`src/sv/psgu_pkg.sv`:
```
// Shared types, widths and constants of the phase shift gray-code unwrap pipeline
package psgu_pkg;

   localparam int SAMPLE_W      = 8;
   localparam int PHASE_COUNT   = 4;
   localparam int GRAY_COUNT    = 6;
   localparam int IN_FIELDS     = PHASE_COUNT + GRAY_COUNT;
   localparam int REQ_DATA_W    = IN_FIELDS * SAMPLE_W;
   localparam int SUM_W         = 10;
   localparam int DIFF_W        = SAMPLE_W + 1;

   localparam int CORDIC_STEPS  = 20;
   localparam int CORDIC_FRAC   = 20;
   localparam int PHASE_FRAC    = 12;
   localparam int ROUND_SHIFT   = CORDIC_FRAC - PHASE_FRAC;
   localparam int INPUT_SCALE   = 24;
   localparam int CORDIC_W      = 36;
   localparam int Z_W           = 24;
   localparam int TH_W          = Z_W - ROUND_SHIFT;

   localparam int WRAP_W        = 15;
   localparam int FLOOR_W       = 7;
   localparam int UNW_W         = 21;
   localparam int PROD_W        = UNW_W + 1;
   localparam int K1_W          = GRAY_COUNT - 1;
   localparam int K2_W          = GRAY_COUNT;
   localparam int RSP_FIELDS_W  = WRAP_W + FLOOR_W + UNW_W + 1;
   localparam int RSP_DATA_W    = ((RSP_FIELDS_W + 7) / 8) * 8;

   localparam logic signed [Z_W-1:0]    PI_Q20    = 24'sd3294199;
   localparam logic signed [TH_W-1:0]   PI_F      = 16'sd12868;
   localparam logic signed [TH_W-1:0]   HALF_PI_F = 16'sd6434;
   localparam logic signed [PROD_W-1:0] TWO_PI_F  = 22'sd25736;
   localparam logic signed [FLOOR_W-1:0] FLOOR_MIN = -7'sd1;
   localparam logic signed [FLOOR_W-1:0] FLOOR_MAX = 7'sd32;

   localparam logic signed [Z_W-1:0] ATAN_TAB [0:CORDIC_STEPS-1] = '{
      24'sd823550, 24'sd486170, 24'sd256879, 24'sd130396, 24'sd65451,
      24'sd32757,  24'sd16383,  24'sd8192,   24'sd4096,   24'sd2048,
      24'sd1024,   24'sd512,    24'sd256,    24'sd128,    24'sd64,
      24'sd32,     24'sd16,     24'sd8,      24'sd4,      24'sd2
   };

   // Per-pixel results that ride alongside the rotation
   typedef struct packed {
      logic              zero_vec;
      logic              pix_valid;
      logic [K1_W-1:0]   k1;
      logic [K2_W-1:0]   k2;
   } side_type;

   typedef struct packed {
      logic signed [CORDIC_W-1:0] x;
      logic signed [CORDIC_W-1:0] y;
      logic signed [Z_W-1:0]      z;
      side_type                   side;
   } cordic_type;

endpackage

```
`src/sv/psgu_back.sv`:
```
// Output stages: phase rounding, fringe order select and absolute phase
module psgu_back (
   input  logic                                  clock,
   input  logic                                  reset,
   input  logic                                  in_valid,
   output logic                                  in_ready,
   input  psgu_pkg::cordic_type                  in_data,
   output logic                                  out_valid,
   input  logic                                  out_ready,
   output logic signed [psgu_pkg::WRAP_W-1:0]    wrapped_phase,
   output logic signed [psgu_pkg::FLOOR_W-1:0]   floor_index,
   output logic signed [psgu_pkg::UNW_W-1:0]     unwrapped_phase,
   output logic                                  pixel_valid
);

   // Stage 1: rounded wrapped phase
   logic                                 v1_ff;
   logic signed [psgu_pkg::WRAP_W-1:0]   ph1_ff, ph1_in;
   psgu_pkg::side_type                   sd1_ff;
   // Stage 2: fringe order and its scaled product
   logic                                 v2_ff;
   logic signed [psgu_pkg::WRAP_W-1:0]   ph2_ff;
   logic signed [psgu_pkg::FLOOR_W-1:0]  fl2_ff, fl2_in;
   logic signed [psgu_pkg::PROD_W-1:0]   pr2_ff, pr2_in;
   logic                                 pv2_ff;
   // Stage 3: result register
   logic                                 v3_ff;
   logic signed [psgu_pkg::WRAP_W-1:0]   ph3_ff;
   logic signed [psgu_pkg::FLOOR_W-1:0]  fl3_ff;
   logic signed [psgu_pkg::UNW_W-1:0]    un3_ff, un3_in;
   logic                                 pv3_ff;

   logic adv1, adv2, adv3;

   assign adv3 = !v3_ff || out_ready;
   assign adv2 = !v2_ff || adv3;
   assign adv1 = !v1_ff || adv2;
   assign in_ready = adv1;

   // Round to output precision, clamp to +-pi (zero for a zero vector) and negate
   always_comb begin
      logic signed [psgu_pkg::Z_W-1:0]  zr;
      logic signed [psgu_pkg::TH_W-1:0] th;
      zr = in_data.z + psgu_pkg::Z_W'(1 << (psgu_pkg::ROUND_SHIFT - 1));
      th = zr[psgu_pkg::Z_W-1:psgu_pkg::ROUND_SHIFT];
      if (in_data.side.zero_vec) begin
         th = '0;
      end else if (th > psgu_pkg::PI_F) begin
         th = psgu_pkg::PI_F;
      end else if (th < -psgu_pkg::PI_F) begin
         th = -psgu_pkg::PI_F;
      end
      ph1_in = psgu_pkg::WRAP_W'(-th);
   end

   // Pick the fringe order by which quarter the phase sits in
   always_comb begin
      logic signed [psgu_pkg::TH_W-1:0] ph;
      ph = psgu_pkg::TH_W'(ph1_ff);
      if (ph <= -psgu_pkg::HALF_PI_F) begin
         fl2_in = $signed({1'b0, sd1_ff.k2});
      end else if (ph >= psgu_pkg::HALF_PI_F) begin
         fl2_in = $signed({1'b0, sd1_ff.k2}) - 7'sd1;
      end else begin
         fl2_in = $signed({2'b00, sd1_ff.k1});
      end
      pr2_in = psgu_pkg::PROD_W'(fl2_in) * psgu_pkg::TWO_PI_F;
   end

   // Sum into the absolute phase, zero for dim pixels
   always_comb begin
      logic signed [psgu_pkg::PROD_W-1:0] acc;
      acc = psgu_pkg::PROD_W'(ph2_ff) + pr2_ff + psgu_pkg::PROD_W'(psgu_pkg::PI_F);
      un3_in = pv2_ff ? acc[psgu_pkg::UNW_W-1:0] : '0;
   end

   always_ff @(posedge clock) begin
      if (reset) begin
         v1_ff <= 1'b0;
         v2_ff <= 1'b0;
         v3_ff <= 1'b0;
      end else begin
         if (adv1) begin
            v1_ff <= in_valid;
         end
         if (adv2) begin
            v2_ff <= v1_ff;
         end
         if (adv3) begin
            v3_ff <= v2_ff;
         end
      end
   end

   always_ff @(posedge clock) begin
      if (adv1) begin
         ph1_ff <= ph1_in;
         sd1_ff <= in_data.side;
      end
      if (adv2) begin
         ph2_ff <= ph1_ff;
         fl2_ff <= fl2_in;
         pr2_ff <= pr2_in;
         pv2_ff <= sd1_ff.pix_valid;
      end
      if (adv3) begin
         ph3_ff <= ph2_ff;
         fl3_ff <= fl2_ff;
         un3_ff <= un3_in;
         pv3_ff <= pv2_ff;
      end
   end

   assign out_valid       = v3_ff;
   assign wrapped_phase   = ph3_ff;
   assign floor_index     = fl3_ff;
   assign unwrapped_phase = un3_ff;
   assign pixel_valid     = pv3_ff;

endmodule

```
`config.mk`:
```
export PLATFORM = sky130hd
export DESIGN_NAME = psgu_back
export DESIGN_NICKNAME = d
export VERILOG_FILES = /design/src/sv/psgu_pkg.sv /design/src/sv/psgu_back.sv
export SDC_FILE = /design/constraint.sdc
export NUM_CORES = 1
export LEC_CHECK = 0
export BUFFER_PORTS_ARGS = -buffer_cell sky130_fd_sc_hd__buf_2
export CAP_MARGIN = 20
export CORE_ASPECT_RATIO = 1.2
export CORE_MARGIN = 2
export CORE_UTILIZATION = 50
export CTS_CLUSTER_SIZE = 8
export DETAILED_ROUTE_END_ITERATION = 6
export PLACE_DENSITY = 0.78
export SLEW_MARGIN = 20
export SYNTH_ARGS = -nofsm -noshare
export SYNTH_HDL_FRONTEND = slang
export SYNTH_SLANG_ARGS = --single-unit
```
`constraint.sdc`:
```
create_clock -name clock -period 5.3 [get_ports clock]
set_clock_uncertainty 0.1 [all_clocks]
set_input_delay 0.265 -clock clock [delete_from_list [all_inputs] [get_ports clock]]
set_output_delay 0.265 -clock clock [all_outputs]
set_load 0.02 [all_outputs]
```
==> reports/qor.csv, run 1 <==
stage,metric,value,unit
run_status,outcome,finished clean,
cells_and_area,n_diodes,0,
floorplanning,Ports,159,
cells_and_area,# nets final,938,
yosys,Synth Area in Adders,16.2,%
sta,setup ws final,159,ps
min_path,min-delay worst type,primary input to register,
clocking,clk slew on worst S/H paths,80,ps
floorplanning,die footprint,0.0150,mm²
sta,setup TNS,0,ps
clocking,worst skew pair latency,350,ps
cells_and_area,area delta synth->final,21.0,%
floorplanning,Rows,47,
yosys,synth warn,0,
clocking,CTS tree,built,
critical_path,crit path launch type,register,
detailed_routing,DRC errors left,0,
detailed_routing,via count,5151,
yosys,syn_nets,808,
cells_and_area,"commonest non-fill, non-tap cell in the layout",edfxtp_1,
global_route,All-Layer GR Usage,19.2,%
critical_path,crit path buf inv count,1,
sta,post-route minimum period,5140,ps
critical_path,crit path cell chain,o41ai_2 -> a21boi_1 -> o311a_1 -> o21bai_2 -> mux2_4 -> o22a_4 -> ha_4 -> xor2_2 -> ha_2 -> a21o_1 -> fa_1 -> ha_4 -> ha_4 -> inv_1 -> o21bai_1 -> a21oi_2 -> o21bai_1 -> a21oi_2 -> o21bai_1 -> a21oi_2 -> xnor2_1,
critical_path,CP Capture Type,register,
power_and_ir_drop,PwrDens,420,mW/mm²
min_path,Hold Startpoint,in_data[3],
floorplanning,die boundary width,112,µm
cells_and_area,fillers,1079,
floorplanning,core box area,0.0138,mm²
yosys,Synth Cell Area,0.00700,mm²
global_route,first-pass GRT wire length,23.7,mm
yosys,mean post-synth cell area,11.5,µm²
cells_and_area,share of cells above drive strength 1,24.3,%
placed_design,dpl ws,-252,ps
sta,Slew Limit Fails,0,
detailed_routing,wire length on met2,7.80,mm
critical_path,R2R setup slack,160,ps
critical_path,CP top delay family,compound AO/OA/AOI/OAI gates,
critical_path,"Req. time, crit path",5300,ps
power_and_ir_drop,Pleak,3.71,nW
yosys,largest family of logic cells by synthesized area,adder cells,
sta,slew at the pin closest to its max-slew limit,907,ps
critical_path,top fanout value on the critical path,4,
placed_design,PortBufs,79,
critical_path,worst r2r path cells,21,
yosys,"EDFF count, synth",108,
sta,Final Hold Viols,0,
critical_path,CP max-delay cell,fa_1,
placed_design,routability cong.,0.910,
critical_path,worst path arrival time,5140,ps
placed_design,HPWL after detailed placement,10.5,mm
yosys,Compound-Gate Fraction of Synth Area,13.5,%
yosys,"Primary FF master, synth",edfxtp_1,
sta,Setup Viol. Count Final,0,
critical_path,critical path class,register to register,
floorplanning,DIE HEIGHT,134,µm
critical_path,FF-to-FF Start,ph1_ff[1]$_DFFE_PP_,
detailed_routing,Iter 0 DRT Violations,287,
critical_path,crit-path max cell delay,560,ps
yosys,Post-Synth XOR/XNOR Area,6.63,%
yosys,flip-flop and latch count after synthesis,111,
sta,max frequency,0.195,GHz
min_path,Hold Path Sink,sd1_ff[3]$_DFFE_PP_,
sta,RSZ-0062 raised after global routing,true,
detailed_routing,Initial DRT Pass Iterations,4,
floorplanning,starting density of the core,50.9,%
clocking,root buffer cell,clkbuf_16,
global_route,Congestion Overflow GR,0,
yosys,multiplexer area fraction after synthesis,0.322,%
min_path,worst hold stages,1,
clocking,H-tree depth,3,
cells_and_area,"commonest non-fill, non-tap cells in the layout","108 x edfxtp_1, 79 x buf_2, 68 x ha_1, 49 x buf_4",
global_route,initial antenna violation count,0,
flow_run,MaxCap Viol Count,0,
yosys,sequential fraction of the synthesis area,47.2,%
sta,Tcrit/Tclk final,97.0,%
yosys,Synth cell types,66,
power_and_ir_drop,peak supply drop,0.000218,V
global_route,vias in the first global route,5163,
global_route,largest net degree at the start of global routing,45,
clocking,CTS buffer count,9,
detailed_routing,top layer used by detailed routing,met4,
critical_path,worst r2r dst,pr2_ff[19]$_DFFE_PP_,
clocking,clk sink count,111,
detailed_routing,Antenna Violating Nets Remaining,0,
detailed_routing,wire length on met1,5.98,mm
clocking,clock buffer depth,2,
yosys,Post-synth ARST share,0,%
sta,Max transition margin,39.0,%
detailed_routing,Via density,5.63,
yosys,post-synthesis simple-gate area fraction,12.6,%
yosys,Mapped Cells,609,
detailed_routing,final wirelength,14.6,mm
detailed_routing,routed wl met3,584,µm
detailed_routing,drt wl/cell,16.0,µm
## what timing repair did
item | 4_1_cts | 5_1_grt
pin swaps | 6 | 11
hold buffers | 8 | 3
setup endpoints to repair | 4 | 5
hold endpoints to repair | 8 | 3
resized for setup | 8 | 25
buffers inserted | 5 | 10
cloned | 0 | 0
## final cells by class
| type | count | area, µm² | area share, % |
|---|---|---|---|
| Clock buffer | 12 | 256 | 3.03 |
| Clock inverter | 4 | 35.0 | 0.414 |
| Tap cell | 171 | 214 | 2.53 |
| Inverter | 40 | 150 | 1.77 |
| Timing Repair Buffer | 140 | 885 | 10.4 |
| Multi-Input combinational cell | 437 | 3630 | 42.8 |
| Sequential cell | 111 | 3300 | 39.0 |
## routing by layer
metal | GRT usage [%] | vias up
met2 | 36.3 | 129
met1 | 22.4 | 2458
li1 | - | 2542
met3 | 2.87 | 22
met4 | 5.49 | 0
met5 | 0 | -
## state kept, by name, summed over array words and instances, names as in the netlist, 7 cells and up
| name | count |
|---|---|
| unwrapped_phase | 21 |
| ph1_ff | 15 |
| ph2_ff | 15 |
| wrapped_phase | 15 |
| pr2_ff | 14 |
| sd1_ff | 12 |
| fl2_ff | 7 |
| floor_index | 7 |
## logic make-up (layout without fill, tap and decap cells)
group / after synthesis / after routing
adders and majority gates: 86 / 86
muxes: 2 / 2
AOI/OAI and AO/OA: 139 / 139
buffers and inverters: 61 / 196
and+or+nand+nor: 157 / 157
xor gates and xnor gates: 53 / 53
DFF: 111 / 111
## synth_stat cells (4+ instances only)
cell      number  area, µm²
nor2b_1        4       25.0
nand4_1        8       50.1
a211oi_1       4       30.0
buf_2          7       35.0
nor3_1        10       50.1
nand2_1       24       90.1
xor2_1        16        140
nand2b_1       4       25.0
nor2_1        25       93.8
and3_1         7       43.8
a21oi_1       45        225
nor3b_1        4       30.0
fa_1           8        160
clkbuf_1      10       37.5
a31oi_1       10       62.6
a21o_1        14        105
o21bai_1      10       75.1
and4_1         5       43.8
o21ai_0       16       80.1
or3_1          8       50.1
nand3_1       19       95.1
inv_1         40        150
edfxtp_1     108       3240
ha_1          78        976
o21a_1         4       30.0
xnor2_1       37        324
and2_1        21        131
## through the flow
| stage | util, % | power [W] | hold WS (ps) | instance area (µm²) | std cells |
|---|---|---|---|---|---|
| final | 61.6 | 0.00355 | 8.68 | 8470 | 915 |
| after detailed placement | 56.6 | 0.00277 | 308 | 7780 | 874 |
| after floorplan | - | 0.00237 | 237 | 7000 | 609 |
| after global routing | 61.6 | 0.00380 | 11.0 | 8470 | 915 |
| after CTS | 59.7 | 0.00346 | 0.890 | 8220 | 903 |
| after global placement | 56.6 | 0.00269 | 303 | 7780 | 874 |
## where the power goes
group | internal, W | switching [W] | leakage [nW]
Clock | 0.000350 | 0.000306 | 0.144
Sequential | 0.00120 | 0.0000601 | 1.21
Combinational | 0.000779 | 0.000859 | 2.35
## worst max path at each step
| stage | to | startpoint | slack (ps) | cells after the start |
|---|---|---|---|---|
| floorplan | pr2_ff[20]$_DFFE_PP_ | ph1_ff[1]$_DFFE_PP_ | 110 | 20 |
| global placement | pr2_ff[20]$_DFFE_PP_ | ph1_ff[1]$_DFFE_PP_ | -210 | 20 |
| detailed placement | pr2_ff[19]$_DFFE_PP_ | ph1_ff[1]$_DFFE_PP_ | -250 | 21 |
| CTS | pr2_ff[19]$_DFFE_PP_ | ph1_ff[4]$_DFFE_PP_ | 20 | 21 |
| global route | pr2_ff[20]$_DFFE_PP_ | ph1_ff[1]$_DFFE_PP_ | -80 | 21 |
| finish | pr2_ff[19]$_DFFE_PP_ | ph1_ff[1]$_DFFE_PP_ | 160 | 21 |
(Power assumes the default switching activity.)
==> run 2, diff against run 1 <==
==> constraint.sdc (replaced) <==
create_clock -name clock -period 5.3 [get_ports clock]
set_clock_uncertainty 0.1 [all_clocks]
set_input_delay 0.53 -clock clock [delete_from_list [all_inputs] [get_ports clock]]
set_output_delay 0.53 -clock clock [all_outputs]
set_load 0.02 [all_outputs]
==> reports/qor.csv, run 2 (same netlist as run 1, synthesis figures left out) <==
stage,metric,value,unit
cells_and_area,area delta synth->final,16.8,%
global_route,Congestion Overflow GR,0,
global_route,first-pass GRT wire length,22.3,mm
sta,setup ws final,167,ps
cells_and_area,fin cells,891,
critical_path,CP Capture Type,register,
detailed_routing,Iter 0 DRT Violations,166,
sta,Final Hold Viols,0,
floorplanning,DIE HEIGHT,134,µm
floorplanning,die boundary width,112,µm
sta,Tcrit/Tclk final,96.8,%
detailed_routing,Via density,5.55,
clocking,H-tree depth,3,
cells_and_area,"commonest non-fill, non-tap cells in the layout","108 x edfxtp_1, 79 x buf_2, 73 x ha_1, 40 x a21oi_1, 39 x inv_1",
sta,Slew Limit Fails,0,
global_route,initial antenna violation count,0,
sta,post-route minimum period,5130,ps
sta,slew at the pin closest to its max-slew limit,933,ps
placed_design,routability cong.,0.912,
min_path,min-delay worst type,primary input to register,
detailed_routing,final wirelength,13.6,mm
placed_design,placed insts,875,
detailed_routing,drt wl/cell,15.2,µm
global_route,vias in the first global route,4919,
cells_and_area,max FFs per register,21,
cells_and_area,post-layout util,59.4,%
sta,Setup Viol. Count Final,0,
floorplanning,core box area,0.0138,mm²
critical_path,"Req. time, crit path",5300,ps
clocking,CTS tree,built,
cells_and_area,Finished Cell Area,0.00818,mm²
placed_design,Post-DP Area,0.00779,mm²
placed_design,HPWL after detailed placement,10.5,mm
critical_path,crit path launch type,register,
placed_design,dpl ws,-173,ps
floorplanning,Rows,47,
critical_path,critical path class,register to register,
clocking,clk sink count,111,
floorplanning,Ports,159,
cells_and_area,share of cells above drive strength 1,22.5,%
critical_path,top fanout value on the critical path,4,
clocking,worst skew pair latency,350,ps
cells_and_area,# nets final,914,
clocking,clock buffer depth,2,
clocking,CTS buffer count,9,
floorplanning,die footprint,0.0150,mm²
cells_and_area,n_diodes,0,
detailed_routing,DRC errors left,0,
power_and_ir_drop,Pleak,3.60,nW
clocking,clk slew on worst S/H paths,80,ps
run_status,outcome,finished clean,
power_and_ir_drop,PwrDens,420,mW/mm²
cells_and_area,"commonest non-fill, non-tap cell in the layout",edfxtp_1,
power_and_ir_drop,total power,0.00344,W
placed_design,PortBufs,79,
sta,max frequency,0.195,GHz
detailed_routing,Antenna Violating Nets Remaining,0,
global_route,All-Layer GR Usage,18.1,%
flow_run,MaxCap Viol Count,0,
detailed_routing,via count,4941,
global_route,largest net degree at the start of global routing,45,
sta,Max transition margin,37.2,%
critical_path,FF-to-FF Start,ph1_ff[4]$_DFFE_PP_,
critical_path,CP Launch Point,ph1_ff[4]$_DFFE_PP_,
detailed_routing,Initial DRT Pass Iterations,4,
min_path,Hold Startpoint,in_data[7],
floorplanning,starting density of the core,50.9,%
clocking,root buffer cell,clkbuf_16,
clocking,hold buffer count at cts,0,
critical_path,worst path arrival time,5130,ps
power_and_ir_drop,peak supply drop,0.000259,V
-- run 2: changes by cell type in the layout (fill, tap and decap cells not counted), moves of 3 or more --
cell           delta
dlygate4sd3_1    -11
ha_1              +5
o21ai_0           +3
buf_4            -13
clkinv_2          +3
ha_4              -5
-- run 2: report_power, final --
part	internal [W]	switching [W]
Sequential	0.00120	0.0000599
Clock	0.000327	0.000319
Combinational	0.000725	0.000807
-- run 2: routing by layer --
layer  share of wire [%]  vias up  wire length, µm  GRT usage (%)
li1                    -     2490                -              -
met1                  42     2316             5680           20.9
met2                  52      114             7080           34.1
met3                 4.1       21              558           2.91
met4                 1.9        0              261           6.17
met5                   0        -                0              0
-- run 2: through the flow --
stage | setup TNS [ps] | hold slack (ps)
2_1_floorplan | 0 | 300
3_3_place_gp | -495 | 303
3_5_place_dp | -312 | 308
4_1_cts | 0 | 241
5_1_grt | -16.6 | 241
6_report | 0 | 254
-- run 2: layout make-up --
| cell class | instances | area, µm² |
|---|---|---|
| clock inverters | 7 | 55.1 |
| flip-flops and latches | 111 | 3300 |
| clock buffers | 9 | 225 |
| repair buffers | 116 | 677 |
| multi-input cells | 437 | 3550 |
| well taps | 171 | 214 |
| inverters | 40 | 150 |
| fillers | 1111 | 5580 |
-- run 2: timing repair --
item                       CTS  global route
pin swaps                    1             7
resized for setup            9            12
gates cloned                 0             0
setup buffers                0             0
setup endpoints to repair    4             2
-- run 2: worst paths after layout --
check,to,slack (ps),cells after the start
max,pr2_ff[19]$_DFFE_PP_,170,21
min,sd1_ff[7]$_DFFE_PP_,250,1
max reg2reg,pr2_ff[19]$_DFFE_PP_,170,21
min reg2reg,floor_index[6]$_DFFE_PP_,330,0
-- run 2: critical path: stages, from the launching register on --
cell	delay [ps]
edfxtp_1	420
o41ai_2	350
a21boi_1	110
o311a_1	330
o21bai_2	210
mux2_2	370
o22a_4	260
ha_2	210
xor2_2	150
ha_1	180
a21o_1	170
fa_1	430
ha_1	350
ha_4	290
inv_1	40
o21bai_1	170
a21oi_2	90
o21bai_1	190
a21oi_2	90
o21bai_1	150
a21oi_1	100
xnor2_1	130
==> run 3, diff against run 2 <==
--- a/config.mk
+++ b/config.mk
@@ -7,12 +7,15 @@
 export LEC_CHECK = 0
 export BUFFER_PORTS_ARGS = -buffer_cell sky130_fd_sc_hd__buf_2
 export CAP_MARGIN = 20
+export CELL_PAD_IN_SITES_DETAIL_PLACEMENT = 0
+export CELL_PAD_IN_SITES_GLOBAL_PLACEMENT = 1
 export CORE_ASPECT_RATIO = 1.2
 export CORE_MARGIN = 2
-export CORE_UTILIZATION = 50
+export CORE_UTILIZATION = 40
+export CTS_BUF_LIST = sky130_fd_sc_hd__clkbuf_4
 export CTS_CLUSTER_SIZE = 8
 export DETAILED_ROUTE_END_ITERATION = 6
-export PLACE_DENSITY = 0.78
+export PLACE_DENSITY_LB_ADDON = 0.1
 export SLEW_MARGIN = 20
 export SYNTH_ARGS = -nofsm -noshare
 export SYNTH_HDL_FRONTEND = slang
==> reports/qor.csv, run 3 (same netlist as run 1, synthesis figures left out) <==
stage,metric,value,unit
run_status,outcome,finished clean,
critical_path,"Req. time, crit path",5450,ps
clocking,CTS tree,built,
global_route,largest net degree at the start of global routing,45,
sta,setup TNS,0,ps
detailed_routing,Via density,5.14,
detailed_routing,drt wl/cell,14.4,µm
cells_and_area,"commonest non-fill, non-tap cells in the layout","108 x edfxtp_1, 79 x buf_2, 67 x ha_1, 47 x buf_4, 39 x a21oi_1",
cells_and_area,# nets final,925,
sta,post-route minimum period,5180,ps
global_route,Congestion Overflow GR,0,
global_route,first-pass GRT wire length,22.2,mm
sta,Final Hold Viols,0,
clocking,hold buffer count at cts,0,
detailed_routing,wire length on met2,6.90,mm
floorplanning,Ports,159,
global_route,All-Layer GR Usage,14.8,%
placed_design,dpl ws,-316,ps
placed_design,PortBufs,79,
cells_and_area,fin cells,952,
detailed_routing,DRC errors left,0,
floorplanning,DIE HEIGHT,149,µm
critical_path,CP Capture Type,register,
detailed_routing,final wirelength,13.7,mm
clocking,clk sink count,111,
power_and_ir_drop,Pleak,3.62,nW
critical_path,worst path arrival time,5320,ps
sta,setup ws final,125,ps
sta,max frequency,0.193,GHz
floorplanning,die boundary width,125,µm
cells_and_area,"commonest non-fill, non-tap cell in the layout",edfxtp_1,
clocking,clock buffer depth,2,
placed_design,routability cong.,0.855,
cells_and_area,max FFs per register,21,
floorplanning,core box area,0.0173,mm²
power_and_ir_drop,peak supply drop,0.000161,V
clocking,root buffer cell,clkbuf_4,
critical_path,critical path class,register to register,
floorplanning,Rows,53,
placed_design,HPWL after detailed placement,10.5,mm
sta,RSZ-0062 raised after global routing,true,
cells_and_area,share of cells above drive strength 1,25.2,%
sta,Fin Hold WS,96.3,ps
detailed_routing,wire length on met1,6.09,mm
clocking,clk slew on worst S/H paths,190,ps
critical_path,top fanout value on the critical path,3,
cells_and_area,area delta synth->final,18.6,%
sta,Tcrit/Tclk final,97.6,%
sta,Slew Limit Fails,0,
global_route,initial antenna violation count,1,
detailed_routing,routed wl met3,480,µm
clocking,H-tree depth,3,
detailed_routing,top layer used by detailed routing,met4,
floorplanning,starting density of the core,40.5,%
global_route,vias in the first global route,4717,
clocking,CTS buffer count,9,
sta,Max transition margin,35.6,%
detailed_routing,via count,4893,
detailed_routing,Initial DRT Pass Iterations,4,
flow_run,MaxCap Viol Count,0,
floorplanning,die footprint,0.0186,mm²
sta,slew at the pin closest to its max-slew limit,957,ps
detailed_routing,Antenna Violating Nets Remaining,0,
min_path,min-delay worst type,primary input to register,
placed_design,placed insts,931,
critical_path,crit path launch type,register,
power_and_ir_drop,PwrDens,396,mW/mm²
clocking,worst skew pair latency,490,ps
detailed_routing,Iter 0 DRT Violations,238,
sta,Setup Viol. Count Final,0,
run 3: stage by stage:
| stage | utilization (%) | area [µm²] | power (W) |
|---|---|---|---|
| final | 48.0 | 8310 | 0.00328 |
| after global routing | 48.0 | 8310 | 0.00356 |
| after CTS | 47.1 | 8150 | 0.00326 |
| after detailed placement | 45.7 | 7900 | 0.00276 |
| after global placement | 45.7 | 7900 | 0.00275 |
| after floorplan | - | 7000 | 0.00237 |
run 3: worst paths after layout:
path,cells past startpoint,slack (ps),to,start
setup / recovery,21,120,pr2_ff[20]$_DFFE_PP_,ph1_ff[1]$_DFFE_PP_
hold / removal,1,100,sd1_ff[3]$_DFFE_PP_,in_data[3]
setup reg to reg,21,120,pr2_ff[20]$_DFFE_PP_,ph1_ff[1]$_DFFE_PP_
hold reg to reg,0,350,wrapped_phase[6]$_DFFE_PP_,ph2_ff[6]$_DFFE_PP_
run 3: cell type report:
cell class / instances / area, µm²
clock inverter: 7 / 88.8
timing repair buffer: 127 / 759
antenna: 1 / 2.50
tap: 220 / 275
clock buffer: 9 / 67.6
inverter: 40 / 153
multi-input combinational: 437 / 3660
sequential: 111 / 3300
fill: 1591 / 9000
run 3: power breakdown:
part | internal (W) | switching [W]
Clock | 0.000155 | 0.000298
Combinational | 0.000764 | 0.000812
Sequential | 0.00120 | 0.0000583
Total | 0.00212 | 0.00117
run 3: metal layers:
layer,up-vias,GRT usage (%)
met3,16,2.91
met4,0,4.44
li1,2510,-
met1,2281,18.1
met2,86,26.3
met5,-,0
run 3: worst max-delay path: stages (launching register included):
cell and delay [ps]:
edfxtp_1 450, o41ai_2 380, a21boi_1 120, o311a_1 350, o21bai_1 190, buf_4 170
mux2_4 300, o22a_4 260, ha_4 180, xor2_2 150, ha_2 170, a21o_1 170
fa_1 550, ha_4 220, ha_4 250, a21oi_2 140, o21bai_1 100, a21oi_2 190
o21ai_2 90, a21o_1 190, a21oi_2 170, xnor2_2 80
run 3: what timing repair did:
action / 4_1_cts / 5_1_grt
endpoints found under the setup margin: 4 / 4
resized for setup: 15 / 23
setup buffers: 1 / 4
pin swaps: 9 / 15
