==> src/sv/psgu_pkg.sv <==
// Shared types, widths and constants of the phase shift gray-code unwrap pipeline
package psgu_pkg;

   localparam int SAMPLE_W      = 8;
   localparam int PHASE_COUNT   = 4;
   localparam int GRAY_COUNT    = 6;
   localparam int IN_FIELDS     = PHASE_COUNT + GRAY_COUNT;
   localparam int REQ_DATA_W    = IN_FIELDS * SAMPLE_W;
   localparam int SUM_W         = 10;
   localparam int DIFF_W        = SAMPLE_W + 1;

   localparam int CORDIC_STEPS  = 20;
   localparam int CORDIC_FRAC   = 20;
   localparam int PHASE_FRAC    = 12;
   localparam int ROUND_SHIFT   = CORDIC_FRAC - PHASE_FRAC;
   localparam int INPUT_SCALE   = 24;
   localparam int CORDIC_W      = 36;
   localparam int Z_W           = 24;
   localparam int TH_W          = Z_W - ROUND_SHIFT;

   localparam int WRAP_W        = 15;
   localparam int FLOOR_W       = 7;
   localparam int UNW_W         = 21;
   localparam int PROD_W        = UNW_W + 1;
   localparam int K1_W          = GRAY_COUNT - 1;
   localparam int K2_W          = GRAY_COUNT;
   localparam int RSP_FIELDS_W  = WRAP_W + FLOOR_W + UNW_W + 1;
   localparam int RSP_DATA_W    = ((RSP_FIELDS_W + 7) / 8) * 8;

   localparam logic signed [Z_W-1:0]    PI_Q20    = 24'sd3294199;
   localparam logic signed [TH_W-1:0]   PI_F      = 16'sd12868;
   localparam logic signed [TH_W-1:0]   HALF_PI_F = 16'sd6434;
   localparam logic signed [PROD_W-1:0] TWO_PI_F  = 22'sd25736;
   localparam logic signed [FLOOR_W-1:0] FLOOR_MIN = -7'sd1;
   localparam logic signed [FLOOR_W-1:0] FLOOR_MAX = 7'sd32;

   localparam logic signed [Z_W-1:0] ATAN_TAB [0:CORDIC_STEPS-1] = '{
      24'sd823550, 24'sd486170, 24'sd256879, 24'sd130396, 24'sd65451,
      24'sd32757,  24'sd16383,  24'sd8192,   24'sd4096,   24'sd2048,
      24'sd1024,   24'sd512,    24'sd256,    24'sd128,    24'sd64,
      24'sd32,     24'sd16,     24'sd8,      24'sd4,      24'sd2
   };

   // Per-pixel results that ride alongside the rotation
   typedef struct packed {
      logic              zero_vec;
      logic              pix_valid;
      logic [K1_W-1:0]   k1;
      logic [K2_W-1:0]   k2;
   } side_type;

   typedef struct packed {
      logic signed [CORDIC_W-1:0] x;
      logic signed [CORDIC_W-1:0] y;
      logic signed [Z_W-1:0]      z;
      side_type                   side;
   } cordic_type;

endpackage

==> src/sv/psgu_front.sv <==
// Input stage: threshold register, sums, gray decode and CORDIC pre-rotation
module psgu_front (
   input  logic                               clock,
   input  logic                               reset,
   input  logic                               csr_wr_en,
   input  logic [psgu_pkg::SAMPLE_W-1:0]      csr_wr_data,
   input  logic                               in_valid,
   output logic                               in_ready,
   input  logic [psgu_pkg::REQ_DATA_W-1:0]    in_data,
   output logic                               out_valid,
   input  logic                               out_ready,
   output psgu_pkg::cordic_type               out_data
);

   logic [psgu_pkg::SAMPLE_W-1:0]     thr_ff;
   logic                              valid_ff;
   psgu_pkg::cordic_type              data_ff;
   psgu_pkg::cordic_type              data_in;
   logic                              adv;

   logic [psgu_pkg::SAMPLE_W-1:0]     smp [0:psgu_pkg::IN_FIELDS-1];
   logic signed [psgu_pkg::DIFF_W-1:0] dif_d, dif_m, xs, ys;
   logic [psgu_pkg::SUM_W-1:0]        sum;
   logic [psgu_pkg::GRAY_COUNT-1:0]   tbit;
   logic [psgu_pkg::K2_W:0]           k2_full;

   // Hold the confidence threshold
   always_ff @(posedge clock) begin
      if (reset) begin
         thr_ff <= 8'd5;
      end else if (csr_wr_en) begin
         thr_ff <= csr_wr_data;
      end
   end

   // Split the packed samples
   always_comb begin
      for (int k = 0; k < psgu_pkg::IN_FIELDS; k++) begin
         smp[k] = in_data[k*psgu_pkg::SAMPLE_W +: psgu_pkg::SAMPLE_W];
      end
   end

   // Form sums, gray bits and the pre-rotated vector
   always_comb begin
      logic t;
      dif_d = $signed({1'b0, smp[0]}) - $signed({1'b0, smp[2]});
      dif_m = $signed({1'b0, smp[1]}) - $signed({1'b0, smp[3]});
      sum   = {2'b00, smp[0]} + {2'b00, smp[1]} + {2'b00, smp[2]} + {2'b00, smp[3]};

      t = 1'b0;
      for (int k = 0; k < psgu_pkg::GRAY_COUNT; k++) begin
         t = t ^ ({smp[psgu_pkg::PHASE_COUNT + k], 2'b00} > sum);
         tbit[psgu_pkg::GRAY_COUNT-1-k] = t;
      end
      k2_full = {1'b0, tbit} + 7'd1;

      // Flip into the right half plane when x is negative
      xs = dif_d[psgu_pkg::DIFF_W-1] ? -dif_d : dif_d;
      ys = dif_d[psgu_pkg::DIFF_W-1] ? -dif_m : dif_m;

      data_in.x = {{(psgu_pkg::CORDIC_W-psgu_pkg::DIFF_W-psgu_pkg::INPUT_SCALE){xs[8]}},
                   xs, {psgu_pkg::INPUT_SCALE{1'b0}}};
      data_in.y = {{(psgu_pkg::CORDIC_W-psgu_pkg::DIFF_W-psgu_pkg::INPUT_SCALE){ys[8]}},
                   ys, {psgu_pkg::INPUT_SCALE{1'b0}}};
      if (!dif_d[psgu_pkg::DIFF_W-1]) begin
         data_in.z = '0;
      end else if (!dif_m[psgu_pkg::DIFF_W-1]) begin
         data_in.z = psgu_pkg::PI_Q20;
      end else begin
         data_in.z = -psgu_pkg::PI_Q20;
      end

      data_in.side.zero_vec  = (dif_d == '0) && (dif_m == '0);
      data_in.side.pix_valid = sum > {thr_ff, 2'b00};
      data_in.side.k1        = tbit[psgu_pkg::GRAY_COUNT-1:1];
      data_in.side.k2        = k2_full[psgu_pkg::K2_W:1];
   end

   // Advance when the stage is empty or drains
   assign adv      = !valid_ff || out_ready;
   assign in_ready = adv;

   always_ff @(posedge clock) begin
      if (reset) begin
         valid_ff <= 1'b0;
      end else if (adv) begin
         valid_ff <= in_valid;
      end
   end

   always_ff @(posedge clock) begin
      if (adv) begin
         data_ff <= data_in;
      end
   end

   assign out_valid = valid_ff;
   assign out_data  = data_ff;

endmodule

==> config.mk <==
export PLATFORM = sky130hd
export DESIGN_NAME = psgu_front
export DESIGN_NICKNAME = d
export VERILOG_FILES = /design/src/sv/psgu_pkg.sv /design/src/sv/psgu_front.sv
export SDC_FILE = /design/constraint.sdc
export NUM_CORES = 1
export LEC_CHECK = 0
export BUFFER_PORTS_ARGS = -buffer_cell sky130_fd_sc_hd__buf_2
export CAP_MARGIN = 20
export CORE_MARGIN = 2
export CORE_UTILIZATION = 42
export DETAILED_ROUTE_END_ITERATION = 8
export PLACE_DENSITY = 0.71
export SLEW_MARGIN = 20
export SYNTH_ARGS = -nofsm -noshare
export SYNTH_HDL_FRONTEND = slang
export SYNTH_SLANG_ARGS = --single-unit
==> constraint.sdc <==
create_clock -name clock -period 9.34 [get_ports clock]
set_input_delay 1.868 -clock clock [delete_from_list [all_inputs] [get_ports clock]]
set_output_delay 1.868 -clock clock [all_outputs]
set_load 0.02 [all_outputs]
==> qor_table.md, run 1 <==
| Group | Parameter | This run |
|:---|:---|:---|
| placement | Placed insts | 821 |
| route | Average wire per cell in the routed design | 14.34 µm |
| timing | Final critical-path required period | 8401 ps |
| clocking | Clock transition at path regs | 60 ps |
| critical path | Maximum fanout along the worst path | 6 |
| route | Met3 Routed Length | 837 µm |
| critical path | Crit path arrival time | 8440 ps |
| route | Number of remaining DRC errors | 0 |
| synth | Cell Area, Synth | 0.005120 mm² |
| synth | Share of flip-flops with an asynchronous set or reset | 0 |
| clocking | # Post-CTS Setup Buffers | 0 |
| timing | Tightest slew margin relative to the limit | 0.5959 |
| route | Detailed-route vias per instance | 4.913 |
| pwr | Leak Pwr | 3.086 nW |
| synth | Synth Flop Type | sky130_fd_sc_hd__edfxtp_1 |
| layout | Cell area after layout | 0.005846 mm² |
| grt | GRT Util Overall | 0.1834 |
| clocking | # clock sinks | 43 |
| clocking | CTS H-tree depth | 2 |
| synth | Seq/Total Area, Yosys | 0.2346 |
| route | Highest routed metal layer | met5 |
| timing | Post-Route Skew | 3.233 ps |
| layout | Area overhead of the layout relative to synthesis | 14.17% |
| layout | Number of antenna repair diodes | 0 |
| synth | Number of enable flip-flop cells after synthesis | 34 |
| grt | Maximum number of pins on one net before global-route repair | 37 |
| clocking | Hold buffer count at cts | 0 |
| critical path | Crit end category | flip-flop |
| timing | Count of pins over their slew limit | 0 |
| timing | Final setup viols | 0 |
| status | Result of the run | completed |
| layout | Total number of nets in the final design | 867 |
| layout | Post-route core utilization | 0.4887 |
| layout | Post-layout instance count excluding filler cells | 829 |
| route | Total number of vias | 4073 |
| placement | DP HPWL | 10.30 mm |
| clocking | Clock root buffer | sky130_fd_sc_hd__clkbuf_16 |
| die | Starting utilization of the core area | 0.4280 |
| worst hold path | Worst hold-check path type | reg2reg |
| die | IO Count | 204 |
| synth | Syn Area/Cell | 9.326 µm² |
| die | Die area | 0.01309 mm² |
| critical path | Worst path most repeated cell | sky130_fd_sc_hd__inv_1 |
| clocking | Number of CTS-inserted buffers | 5 |
| synth | Syn. warnings | 0 |
| route | First-iteration detailed-routing DRC count | 165 |
| route | Met1 wire length | 5.100 mm |
| synth | Number of synthesized register bits | 43 |
| die | Vertical die dimension | 114.4 µm |
| route | Iteration count of the initial detailed-routing pass | 4 |
| layout | Most common library cell in the layout ignoring fill and taps | sky130_fd_sc_hd__buf_2 |
| layout | Layout cell share with drive strength beyond 1 | 0.2610 |
| die | Horizontal die dimension | 114.4 µm |
| die | Number of rows created at floorplan | 40 |
| timing | Setup repair after global routing missed its margin | no |
| job | # Max-Cap Violations | 0 |
| grt | Antenna violations before repair | 1 |
| placement | Routability congestion estimate | 0.9654 |
| grt | Vias in the first global route | 4047 |
| critical path | Worst setup path class | in2reg |
| timing | Aggregate negative setup slack | 0 ps |
| critical path | Crit path max-delay cell type | sky130_fd_sc_hd__fa_1 |
| grt | Global-route congestion overflow total | 0 |
| clocking | Maximum buffer depth of the clock tree | 2 |
| clocking | CTS resizes | 0 |
| pwr | Power, Total | 1.640 mW |
| layout | Fillcell total | 1152 |
| placement | Port Buffers | 155 |
| clocking | TritonCTS clock tree | done |
| synth | Synth cell types | 57 |
| placement | Area post-placement | 0.005697 mm² |
| die | Core region area | 0.01196 mm² |
| timing | Final period utilization | 0.8995 |
| grt | Wire length of the first global-routing pass | 18.89 mm |
| layout | Commonest cells after routing, fill and taps aside | sky130_fd_sc_hd__buf_2, sky130_fd_sc_hd__inv_1, sky130_fd_sc_hd__ha_1 |
| critical path | Worst endpoint required time | 9380 ps |
| pwr | Power per Cell Area | 280.6 mW/mm² |
| critical path | Category of the worst setup path launch point | input port |
| route | Routed wire length | 11.88 mm |
| timing | Transition time at the pin with the least slew margin | 604.0 ps |
| route | Wire length on met2 | 5.832 mm |
| timing | Number of hold violations in the final report | 0 |
| timing | Fmax | 119.0 MHz |
| synth | Syn Inst Count | 549 |
| route | Antenna violation net count after detailed routing | 0 |
| pwr | Maximum vdd ir drop | 0.0002091 V |
| critical path | CP peak stage delay | 540 ps |
| clocking | Source-to-sink clock delay at the later pin of the worst-skew pair | 290 ps |
final cells by class:
class | instances | area [µm²] | area share
Multi-Input combinational cell | 396 | 3221 | 0.5509
Sequential cell | 43 | 1201 | 0.2055
Timing Repair Buffer | 159 | 805.8 | 0.1378
Inverter | 76 | 285.3 | 0.04880
Tap cell | 147 | 183.9 | 0.03146
Clock buffer | 5 | 125.1 | 0.02140
Clock inverter | 3 | 23.77 | 0.004067
flip-flops by register name, indices dropped and copies added, names as in the netlist:
register,cells
out_data,34
out_valid,1
thr_ff,8
cell usage after synthesis, types with 2 or more instances:
master                      n  share of area
sky130_fd_sc_hd__a211o_1    2         0.0034
sky130_fd_sc_hd__a211oi_1   2         0.0029
sky130_fd_sc_hd__a21o_1    22          0.032
sky130_fd_sc_hd__a21oi_1   18          0.018
sky130_fd_sc_hd__a31oi_1    5         0.0061
sky130_fd_sc_hd__and2_1     3         0.0037
sky130_fd_sc_hd__and3_1     3         0.0037
sky130_fd_sc_hd__buf_2      2         0.0020
sky130_fd_sc_hd__buf_4     76           0.11
sky130_fd_sc_hd__clkbuf_1   3         0.0022
sky130_fd_sc_hd__dfxtp_1    9          0.035
sky130_fd_sc_hd__edfxtp_1  34           0.20
sky130_fd_sc_hd__fa_1      18          0.070
sky130_fd_sc_hd__ha_1      75           0.18
sky130_fd_sc_hd__inv_1     75          0.055
sky130_fd_sc_hd__maj3_1     4         0.0078
sky130_fd_sc_hd__mux2i_1    9          0.018
sky130_fd_sc_hd__nand2_1   19          0.014
sky130_fd_sc_hd__nand2b_1   9          0.011
sky130_fd_sc_hd__nand3_1   13          0.013
sky130_fd_sc_hd__nand4_1    8         0.0098
sky130_fd_sc_hd__nor2_1    27          0.020
sky130_fd_sc_hd__nor2b_1    5         0.0061
sky130_fd_sc_hd__nor3_1     2         0.0020
sky130_fd_sc_hd__nor4_1     6         0.0073
sky130_fd_sc_hd__o211ai_1   5         0.0073
sky130_fd_sc_hd__o21ai_0   17          0.017
sky130_fd_sc_hd__o21ai_1    6         0.0059
sky130_fd_sc_hd__o21bai_1   6         0.0088
sky130_fd_sc_hd__o31ai_1    4         0.0059
sky130_fd_sc_hd__xnor2_1   28          0.048
sky130_fd_sc_hd__xor2_1     9          0.015
worst max-delay path, delay by kind of cell:
family                     cells  cell delay [ps]
buffers and inverters          9              860
adders and majority gates     11             4040
AOI/OAI and AO/OA              5             1060
xor gates and xnor gates       1              200
and+or+nand+nor                4              390
cell families (layout without fill, tap and decap cells):
logic type / count (synthesis) / in the layout / synth area share
buf+inv: 157 / 243 / 0.1713
compound gates: 103 / 103 / 0.1415
simple gates: 99 / 99 / 0.09727
fa+ha+maj: 97 / 97 / 0.2615
flops: 43 / 43 / 0.2346
xor+xnor: 40 / 40 / 0.07551
mux: 9 / 9 / 0.01760
other cells: 1 / 48 / 0.0007324
path summary, 6_finish.rpt:
kind	startpoint	to	slack (ps)	depth (start not counted)
worst max-delay path	in_data[1]	out_data[2]	940	30
worst min register to register	thr_ff[0]	thr_ff[0]	500	2
worst max register to register	thr_ff[1]	out_data[11]	7250	10
worst min-delay path	thr_ff[0]	thr_ff[0]	500	2
through the flow:
step / hold slack, ps / setup slack (ps)
2_1_floorplan: 448.3 / 1408
3_3_place_gp: 478.7 / 882.6
3_5_place_dp: 483.1 / 728.7
4_1_cts: 504.9 / 1004
5_1_grt: 525.9 / 488.9
6_report: 501.3 / 939.0
per-layer routing:
metal,track usage,vias up
met5,0,-
met4,0.04065,2
met3,0.03494,10
met2,0.3274,170
met1,0.2292,1846
li1,-,2045
power by group:
group | total [mW] | switching, mW | internal, mW | leakage, nW
Clock | 0.176 | 0.0761 | 0.100 | 0.0664
Combinational | 1.15 | 0.677 | 0.470 | 2.59
Sequential | 0.317 | 0.0178 | 0.300 | 0.432
Total | 1.64 | 0.771 | 0.869 | 3.09
(Power assumes the default switching activity.)
==> run 2: changes to the inputs <==
Settings changed: MAX_ROUTING_LAYER set to met4.
==> run 2 against run 1 <==
Critical path depth rose by 1. Worst setup slack improved by 9.9 ps. Via count is 1.0% lower. Global-route usage grew 0.79 points. Maximum frequency rose by 0.12%. Core utilization grew 0.19 points. Wire length decreased by 0.78%. Sequential share of layout area fell by 0.079 points. Clock power grew 13%. Sequential cell count did not move. Power rose by 1.1%.
==> qor_table.md, run 2 (same netlist as run 1, synthesis figures left out) <==
| Group | Parameter | This run | Change |
|:---|:---|:---|:---|
| route | Detailed-route vias per instance | 4.857 | -1.2% |
| placement | Routability congestion estimate | 0.9234 | -4.4% |
| placement | DP HPWL | 10.17 mm | -1.2% |
| worst hold path | Hold Path Depth | 2 | unchanged |
| pwr | Leak Pwr | 3.104 nW | +0.56% |
| critical path | R2R Setup Slk | 7300 ps | +50 ps |
| grt | GRT Util Overall | 0.1913 | +0.007894 |
| grt | Antenna violations before repair | 1 | unchanged |
| die | IO Count | 204 | unchanged |
| die | Core region area | 0.01196 mm² | unchanged |
| critical path | Crit end category | flip-flop |  |
| clocking | CTS H-tree depth | 2 | unchanged |
| timing | Transition time at the pin with the least slew margin | 584.1 ps | -19.90 ps |
| clocking | # Post-CTS Setup Buffers | 0 | unchanged |
| clocking | Maximum buffer depth of the clock tree | 2 | unchanged |
| layout | Area overhead of the layout relative to synthesis | 14.61% |  |
| timing | Count of pins over their slew limit | 0 | unchanged |
| critical path | Worst reg2reg startpoint | thr_ff[1] |  |
| layout | Layout cell share with drive strength beyond 1 | 0.2610 | unchanged |
| placement | Area post-placement | 0.005697 mm² | unchanged |
| worst hold path | Worst hold-check path type | reg2reg |  |
| timing | Final setup viols | 0 | unchanged |
| clocking | Number of CTS-inserted buffers | 5 | unchanged |
| layout | Number of flip-flops in the largest register | 34 | unchanged |
| layout | Fillcell total | 1172 | +1.7% |
| route | Total number of vias | 4031 | -1.0% |
| critical path | Category of the worst setup path launch point | input port |  |
| die | Vertical die dimension | 114.4 µm | unchanged |
| placement | Port Buffers | 155 | unchanged |
| critical path | Crit path max-delay cell type | sky130_fd_sc_hd__fa_1 |  |
| critical path | Worst path most repeated cell | sky130_fd_sc_hd__inv_1 |  |
| die | Horizontal die dimension | 114.4 µm | unchanged |
| route | Routed wire length | 11.79 mm | -0.78% |
| job | # Max-Cap Violations | 0 | unchanged |
| critical path | Worst endpoint required time | 9380 ps | about the same |
| critical path | R2r worst-path depth | 10 | unchanged |
| layout | Post-route core utilization | 0.4906 | +0.001883 |
| pwr | Power per Cell Area | 282.5 mW/mm² | +0.68% |
| timing | Number of hold violations in the final report | 0 | unchanged |
| critical path | CP peak stage delay | 540 ps | about the same |
| layout | Total number of nets in the final design | 867 | unchanged |
| die | Number of rows created at floorplan | 40 | unchanged |
| timing | Post-Route Skew | 6.463 ps | +3.230 ps |
| layout | Cell area after layout | 0.005868 mm² | +0.39% |
| worst hold path | Hold Crit Start | thr_ff[0] |  |
| timing | Tightest slew margin relative to the limit | 0.6092 | +0.01332 |
| critical path | Crit path arrival time | 8430 ps | about the same |
| pwr | Maximum vdd ir drop | 0.0001742 V | -17% |
| status | Result of the run | completed |  |
| grt | Vias in the first global route | 4002 | -1.1% |
| route | Number of remaining DRC errors | 0 | unchanged |
| layout | Most common library cell in the layout ignoring fill and taps | sky130_fd_sc_hd__buf_2 |  |
| clocking | Source-to-sink clock delay at the later pin of the worst-skew pair | 290 ps | about the same |
| timing | Aggregate negative setup slack | 0 ps | unchanged |
| critical path | Worst setup path class | in2reg |  |
| timing | Final critical-path required period | 8391 ps | -9.918 ps |
| die | Die area | 0.01309 mm² | unchanged |
| route | Antenna violation net count after detailed routing | 0 | unchanged |
| critical path | Maximum fanout along the worst path | 6 | unchanged |
| placement | Placed insts | 821 | unchanged |
| grt | Wire length of the first global-routing pass | 19.11 mm | +1.1% |
| clocking | Hold buffer count at cts | 0 | unchanged |
| clocking | Clock transition at path regs | 60 ps | about the same |
| critical path | FF-to-FF End | out_data[11] |  |
| clocking | # clock sinks | 43 | unchanged |
| timing | Hold_ws | 496.3 ps | -5.066 ps |
| worst hold path | Worst min-delay path endpoint | thr_ff[0] |  |
| timing | Fmax | 119.2 MHz | +0.12% |
| grt | Maximum number of pins on one net before global-route repair | 37 | unchanged |
| route | Iteration count of the initial detailed-routing pass | 7 | +3 |
| die | Starting utilization of the core area | 0.4280 | unchanged |
| route | Average wire per cell in the routed design | 14.21 µm | -0.90% |
| timing | Setup repair after global routing missed its margin | no |  |
| timing | Final period utilization | 0.8984 | -0.001062 |
| route | First-iteration detailed-routing DRC count | 160 | -3.0% |
| clocking | CTS resizes | 0 | unchanged |
| clocking | Clock root buffer | sky130_fd_sc_hd__clkbuf_16 |  |
| clocking | TritonCTS clock tree | done |  |
| layout | Commonest cells after routing, fill and taps aside | sky130_fd_sc_hd__buf_2, sky130_fd_sc_hd__inv_1, sky130_fd_sc_hd__ha_1 |  |
| grt | Global-route congestion overflow total | 0 | unchanged |
| layout | Post-layout instance count excluding filler cells | 830 | +0.12% |
run 2: per-layer routing:
metal,vias to the layer above,wire length (µm),GRT usage
li1,2040,-,-
met1,1814,5323,0.2427
met2,162,5505,0.3176
met3,15,733,0.03176
met4,0,229,0.05041
met5,-,0,-
run 2: worst max-delay path by stage:
stage               start          end  slack (ps)  cells after the start
3_5_place_dp   in_data[1]  out_data[2]         670                     30
3_3_place_gp   in_data[1]  out_data[2]         860                     29
5_1_grt        in_data[1]  out_data[2]         590                     31
6_report       in_data[1]  out_data[2]         950                     31
4_1_cts        in_data[1]  out_data[2]         960                     30
2_1_floorplan  in_data[1]  out_data[2]        1410                     29
run 2: power breakdown:
group | leakage (nW) | internal [mW] | switching [mW]
registers | 0.432 | 0.299 | 0.0165
clock network | 0.0838 | 0.126 | 0.0725
logic | 2.59 | 0.469 | 0.674
total | 3.10 | 0.894 | 0.763
run 2: worst max-delay path: cells and delay by family:
family          cells  cell delay (ps)
compound gates      4              830
xor+xnor            1              210
fa+ha+maj          11             4020
buf+inv             9              890
simple gates        6              600
run 2: final cells by class:
| type | instances | area, µm² | area share |
|---|---|---|---|
| well taps | 147 | 183.9 | 0.03134 |
| multi-input cells | 396 | 3221 | 0.5488 |
| flip-flops and latches | 43 | 1201 | 0.2047 |
| clock inverters | 3 | 43.79 | 0.007463 |
| clock buffers | 5 | 125.1 | 0.02132 |
| diodes | 1 | 2.502 | 0.0004264 |
| inverters | 76 | 285.3 | 0.04861 |
| repair buffers | 159 | 805.8 | 0.1373 |
run 2: metrics by stage:
stage               setup WS (ps)  power, mW
floorplan                    1408      1.208
global placement            860.8      1.424
detailed placement          671.9      1.460
CTS                         955.8      1.670
global route                593.5      1.826
finish                      948.9      1.658
==> run 3: changes to the inputs <==
Settings changed: GPL_TIMING_DRIVEN set to 0.
==> run 3 against run 2 <==
Wire length rose by 3.5%. Combinational power rose by 4%. Hold slack improved by 6.0 ps. Register-to-register slack improved by 30 ps. Sequential power barely moved. Critical path depth fell by 2. Cell count rose by 9.2%. Non-clock buffer count rose by 76. Sequential share of layout area fell by 1.8 points. Core utilization rose by 4.8 points. Critical endpoint unchanged. Largest cell class unchanged. Largest power group unchanged.
==> qor_table.md, run 3 (same netlist as run 1, synthesis figures left out) <==
| Group | Parameter | This run | Change |
|:---|:---|:---|:---|
| grt | Antenna violations before repair | 1 | unchanged |
| pwr | Part of the power in the clock network | 0.115 | -0.005 |
| grt | GRT Util Overall | 0.1918 | +0.0005233 |
| timing | Setup repair after global routing missed its margin | no |  |
| layout | Fillcell total | 1135 | -3.2% |
| placement | Port Buffers | 153 | -1.3% |
| timing | Aggregate negative setup slack | 0 ps | unchanged |
| placement | DP HPWL | 10.72 mm | +5.4% |
| clocking | Clock root buffer | sky130_fd_sc_hd__clkbuf_16 |  |
| layout | Total number of nets in the final design | 943 | +8.8% |
| pwr | Power dissipated by switching net loads | 0.7791 mW | +2.1% |
| clocking | # clock sinks | 43 | unchanged |
| critical path | Crit end category | flip-flop |  |
| route | Antenna violation net count after detailed routing | 0 | unchanged |
| layout | Total area of multi-input combinational cells | 0.003221 mm² | unchanged |
| clocking | Hold buffer count at cts | 0 | unchanged |
| die | Vertical die dimension | 114.4 µm | unchanged |
| clocking | Number of CTS-inserted buffers | 5 | unchanged |
| clocking | CTS H-tree depth | 2 | unchanged |
| worst hold path | Worst hold-check path type | reg2reg |  |
| critical path | Worst endpoint required time | 9380 ps | about the same |
| layout | Area overhead of the layout relative to synthesis | 25.78% |  |
| status | Result of the run | completed |  |
| clocking | # Post-CTS Setup Buffers | 0 | unchanged |
| pwr | Power per Cell Area | 263.8 mW/mm² | -6.6% |
| layout | Layout cell share with drive strength beyond 1 | 0.3311 | +0.07014 |
| route | Number of remaining DRC errors | 0 | unchanged |
| die | Core region area | 0.01196 mm² | unchanged |
| critical path | Maximum fanout along the worst path | 6 | unchanged |
| pwr | Sw Share | 0.4587 | -0.001838 |
| route | Routed wire length | 12.20 mm | +3.5% |
| timing | Transition time at the pin with the least slew margin | 928.2 ps | +344.1 ps |
| pwr | Leak Pwr | 3.501 nW | +13% |
| layout | Number of flip-flops in the largest register | 34 | unchanged |
| critical path | Worst setup path class | in2reg |  |
| pwr | Combinational cell fraction of total power | 0.699 | +0.009 |
| clocking | Maximum buffer depth of the clock tree | 2 | unchanged |
| route | Total number of vias | 4266 | +5.8% |
| route | Iteration count of the initial detailed-routing pass | 4 | -3 |
| route | Average wire per cell in the routed design | 13.47 µm | -5.2% |
| timing | Fmax | 117.6 MHz | -1.3% |
| route | First-iteration detailed-routing DRC count | 199 | +24% |
| placement | Routability congestion estimate | 0.8345 | -9.6% |
| critical path | Category of the worst setup path launch point | input port |  |
| clocking | TritonCTS clock tree | done |  |
| die | Starting utilization of the core area | 0.4280 | unchanged |
| die | Number of rows created at floorplan | 40 | unchanged |
| critical path | Crit path arrival time | 8540 ps | +110 ps |
| grt | Maximum number of pins on one net before global-route repair | 35 | -5.4% |
| timing | Final setup viols | 0 | unchanged |
| timing | Post-Route Skew | 8.354 ps | +1.891 ps |
| critical path | Worst path most repeated cell | sky130_fd_sc_hd__inv_1 |  |
| timing | Count of pins over their slew limit | 0 | unchanged |
| timing | Number of hold violations in the final report | 0 | unchanged |
| pwr | Sequential Power Share | 0.186 | -0.005 |
| grt | Vias in the first global route | 4137 | +3.4% |
| layout | Commonest cells after routing, fill and taps aside | sky130_fd_sc_hd__buf_2, sky130_fd_sc_hd__buf_4, sky130_fd_sc_hd__inv_1, sky130_fd_sc_hd__ha_1, sky130_fd_sc_hd__conb_1 |  |
| route | Detailed-route vias per instance | 4.709 | -3.0% |
| critical path | R2R Setup Slk | 7330 ps | +30 ps |
| layout | Most common library cell in the layout ignoring fill and taps | sky130_fd_sc_hd__buf_2 |  |
| timing | Final period utilization | 0.9103 | +0.01187 |
| clocking | Source-to-sink clock delay at the later pin of the worst-skew pair | 290 ps | about the same |
| pwr | Internal power of the cells | 0.9195 mW | +2.8% |
| layout | FF/Latch Area | 0.001201 mm² | unchanged |
| critical path | Crit path max-delay cell type | sky130_fd_sc_hd__fa_1 |  |
| layout | Post-route core utilization | 0.5384 | +0.04780 |
| die | IO Count | 204 | unchanged |
| clocking | CTS resizes | 0 | unchanged |
| job | # Max-Cap Violations | 0 | unchanged |
| timing | Final critical-path required period | 8502 ps | +110.8 ps |
| pwr | Maximum vdd ir drop | 0.0001846 V | +6.0% |
| critical path | CP peak stage delay | 550 ps | about the same |
| grt | Global-route congestion overflow total | 0 | unchanged |
| die | Die area | 0.01309 mm² | unchanged |
| grt | Wire length of the first global-routing pass | 19.33 mm | +1.2% |
| timing | Tightest slew margin relative to the limit | 0.3768 | -0.2324 |
| die | Horizontal die dimension | 114.4 µm | unchanged |
| clocking | Clock transition at path regs | 60 ps | about the same |
-- run 3: critical path: cells and delay by family --
kind	cells	cell delay [ps]
xor gates and xnor gates	1	250
AOI/OAI and AO/OA	6	1300
adders and majority gates	11	4060
buffers and inverters	9	910
and+or+nand+nor	2	150
-- run 3: worst paths after layout --
check / from / end / depth (start not counted)
setup / recovery: in_data[1] / out_data[2] / 29
hold / removal: thr_ff[4] / thr_ff[4] / 2
setup reg to reg: thr_ff[1] / out_data[11] / 10
hold reg to reg: thr_ff[4] / thr_ff[4] / 2
-- run 3: area by class of cell --
type                    count  area share
multi-input cells         396      0.5001
plain buffers              81     0.09190
well taps                 147     0.02856
diodes                      1   0.0003886
clock inverters             3    0.006800
flip-flops and latches     43      0.1865
inverters                  76     0.04430
repair buffers            154      0.1220
clock buffers               5     0.01943
-- run 3: metal layers --
layer / track usage / wire, µm / vias up
li1: - / - / 2193
met1: 0.2347 / 5323 / 1910
met2: 0.3353 / 6036 / 157
met3: 0.03388 / 757 / 6
met4: 0.03415 / 83 / 0
met5: - / 0 / -
-- run 3: power groups by stage --
stage	Clock [mW]	Sequential [mW]	Combinational (mW)
2_1_floorplan	0	0.391	0.817
3_3_place_gp	0	0.318	1.14
3_5_place_dp	0	0.320	1.18
4_1_cts	0.201	0.317	1.19
5_1_grt	0.207	0.322	1.33
6_report	0.195	0.315	1.19
-- run 3: stage by stage --
stage          setup slack, ps  std cells  total power, mW  hold WS [ps]  cell area, µm²
3_5_place_dp             574.9        897            1.504         495.8            6269
2_1_floorplan             1408        596            1.208         448.3            5296
5_1_grt                  441.5        906            1.858         532.4            6440
6_report                 838.1        906            1.699         502.3            6440
4_1_cts                  839.8        905            1.709         511.0            6437
3_3_place_gp             665.9        896            1.456         483.3            6246
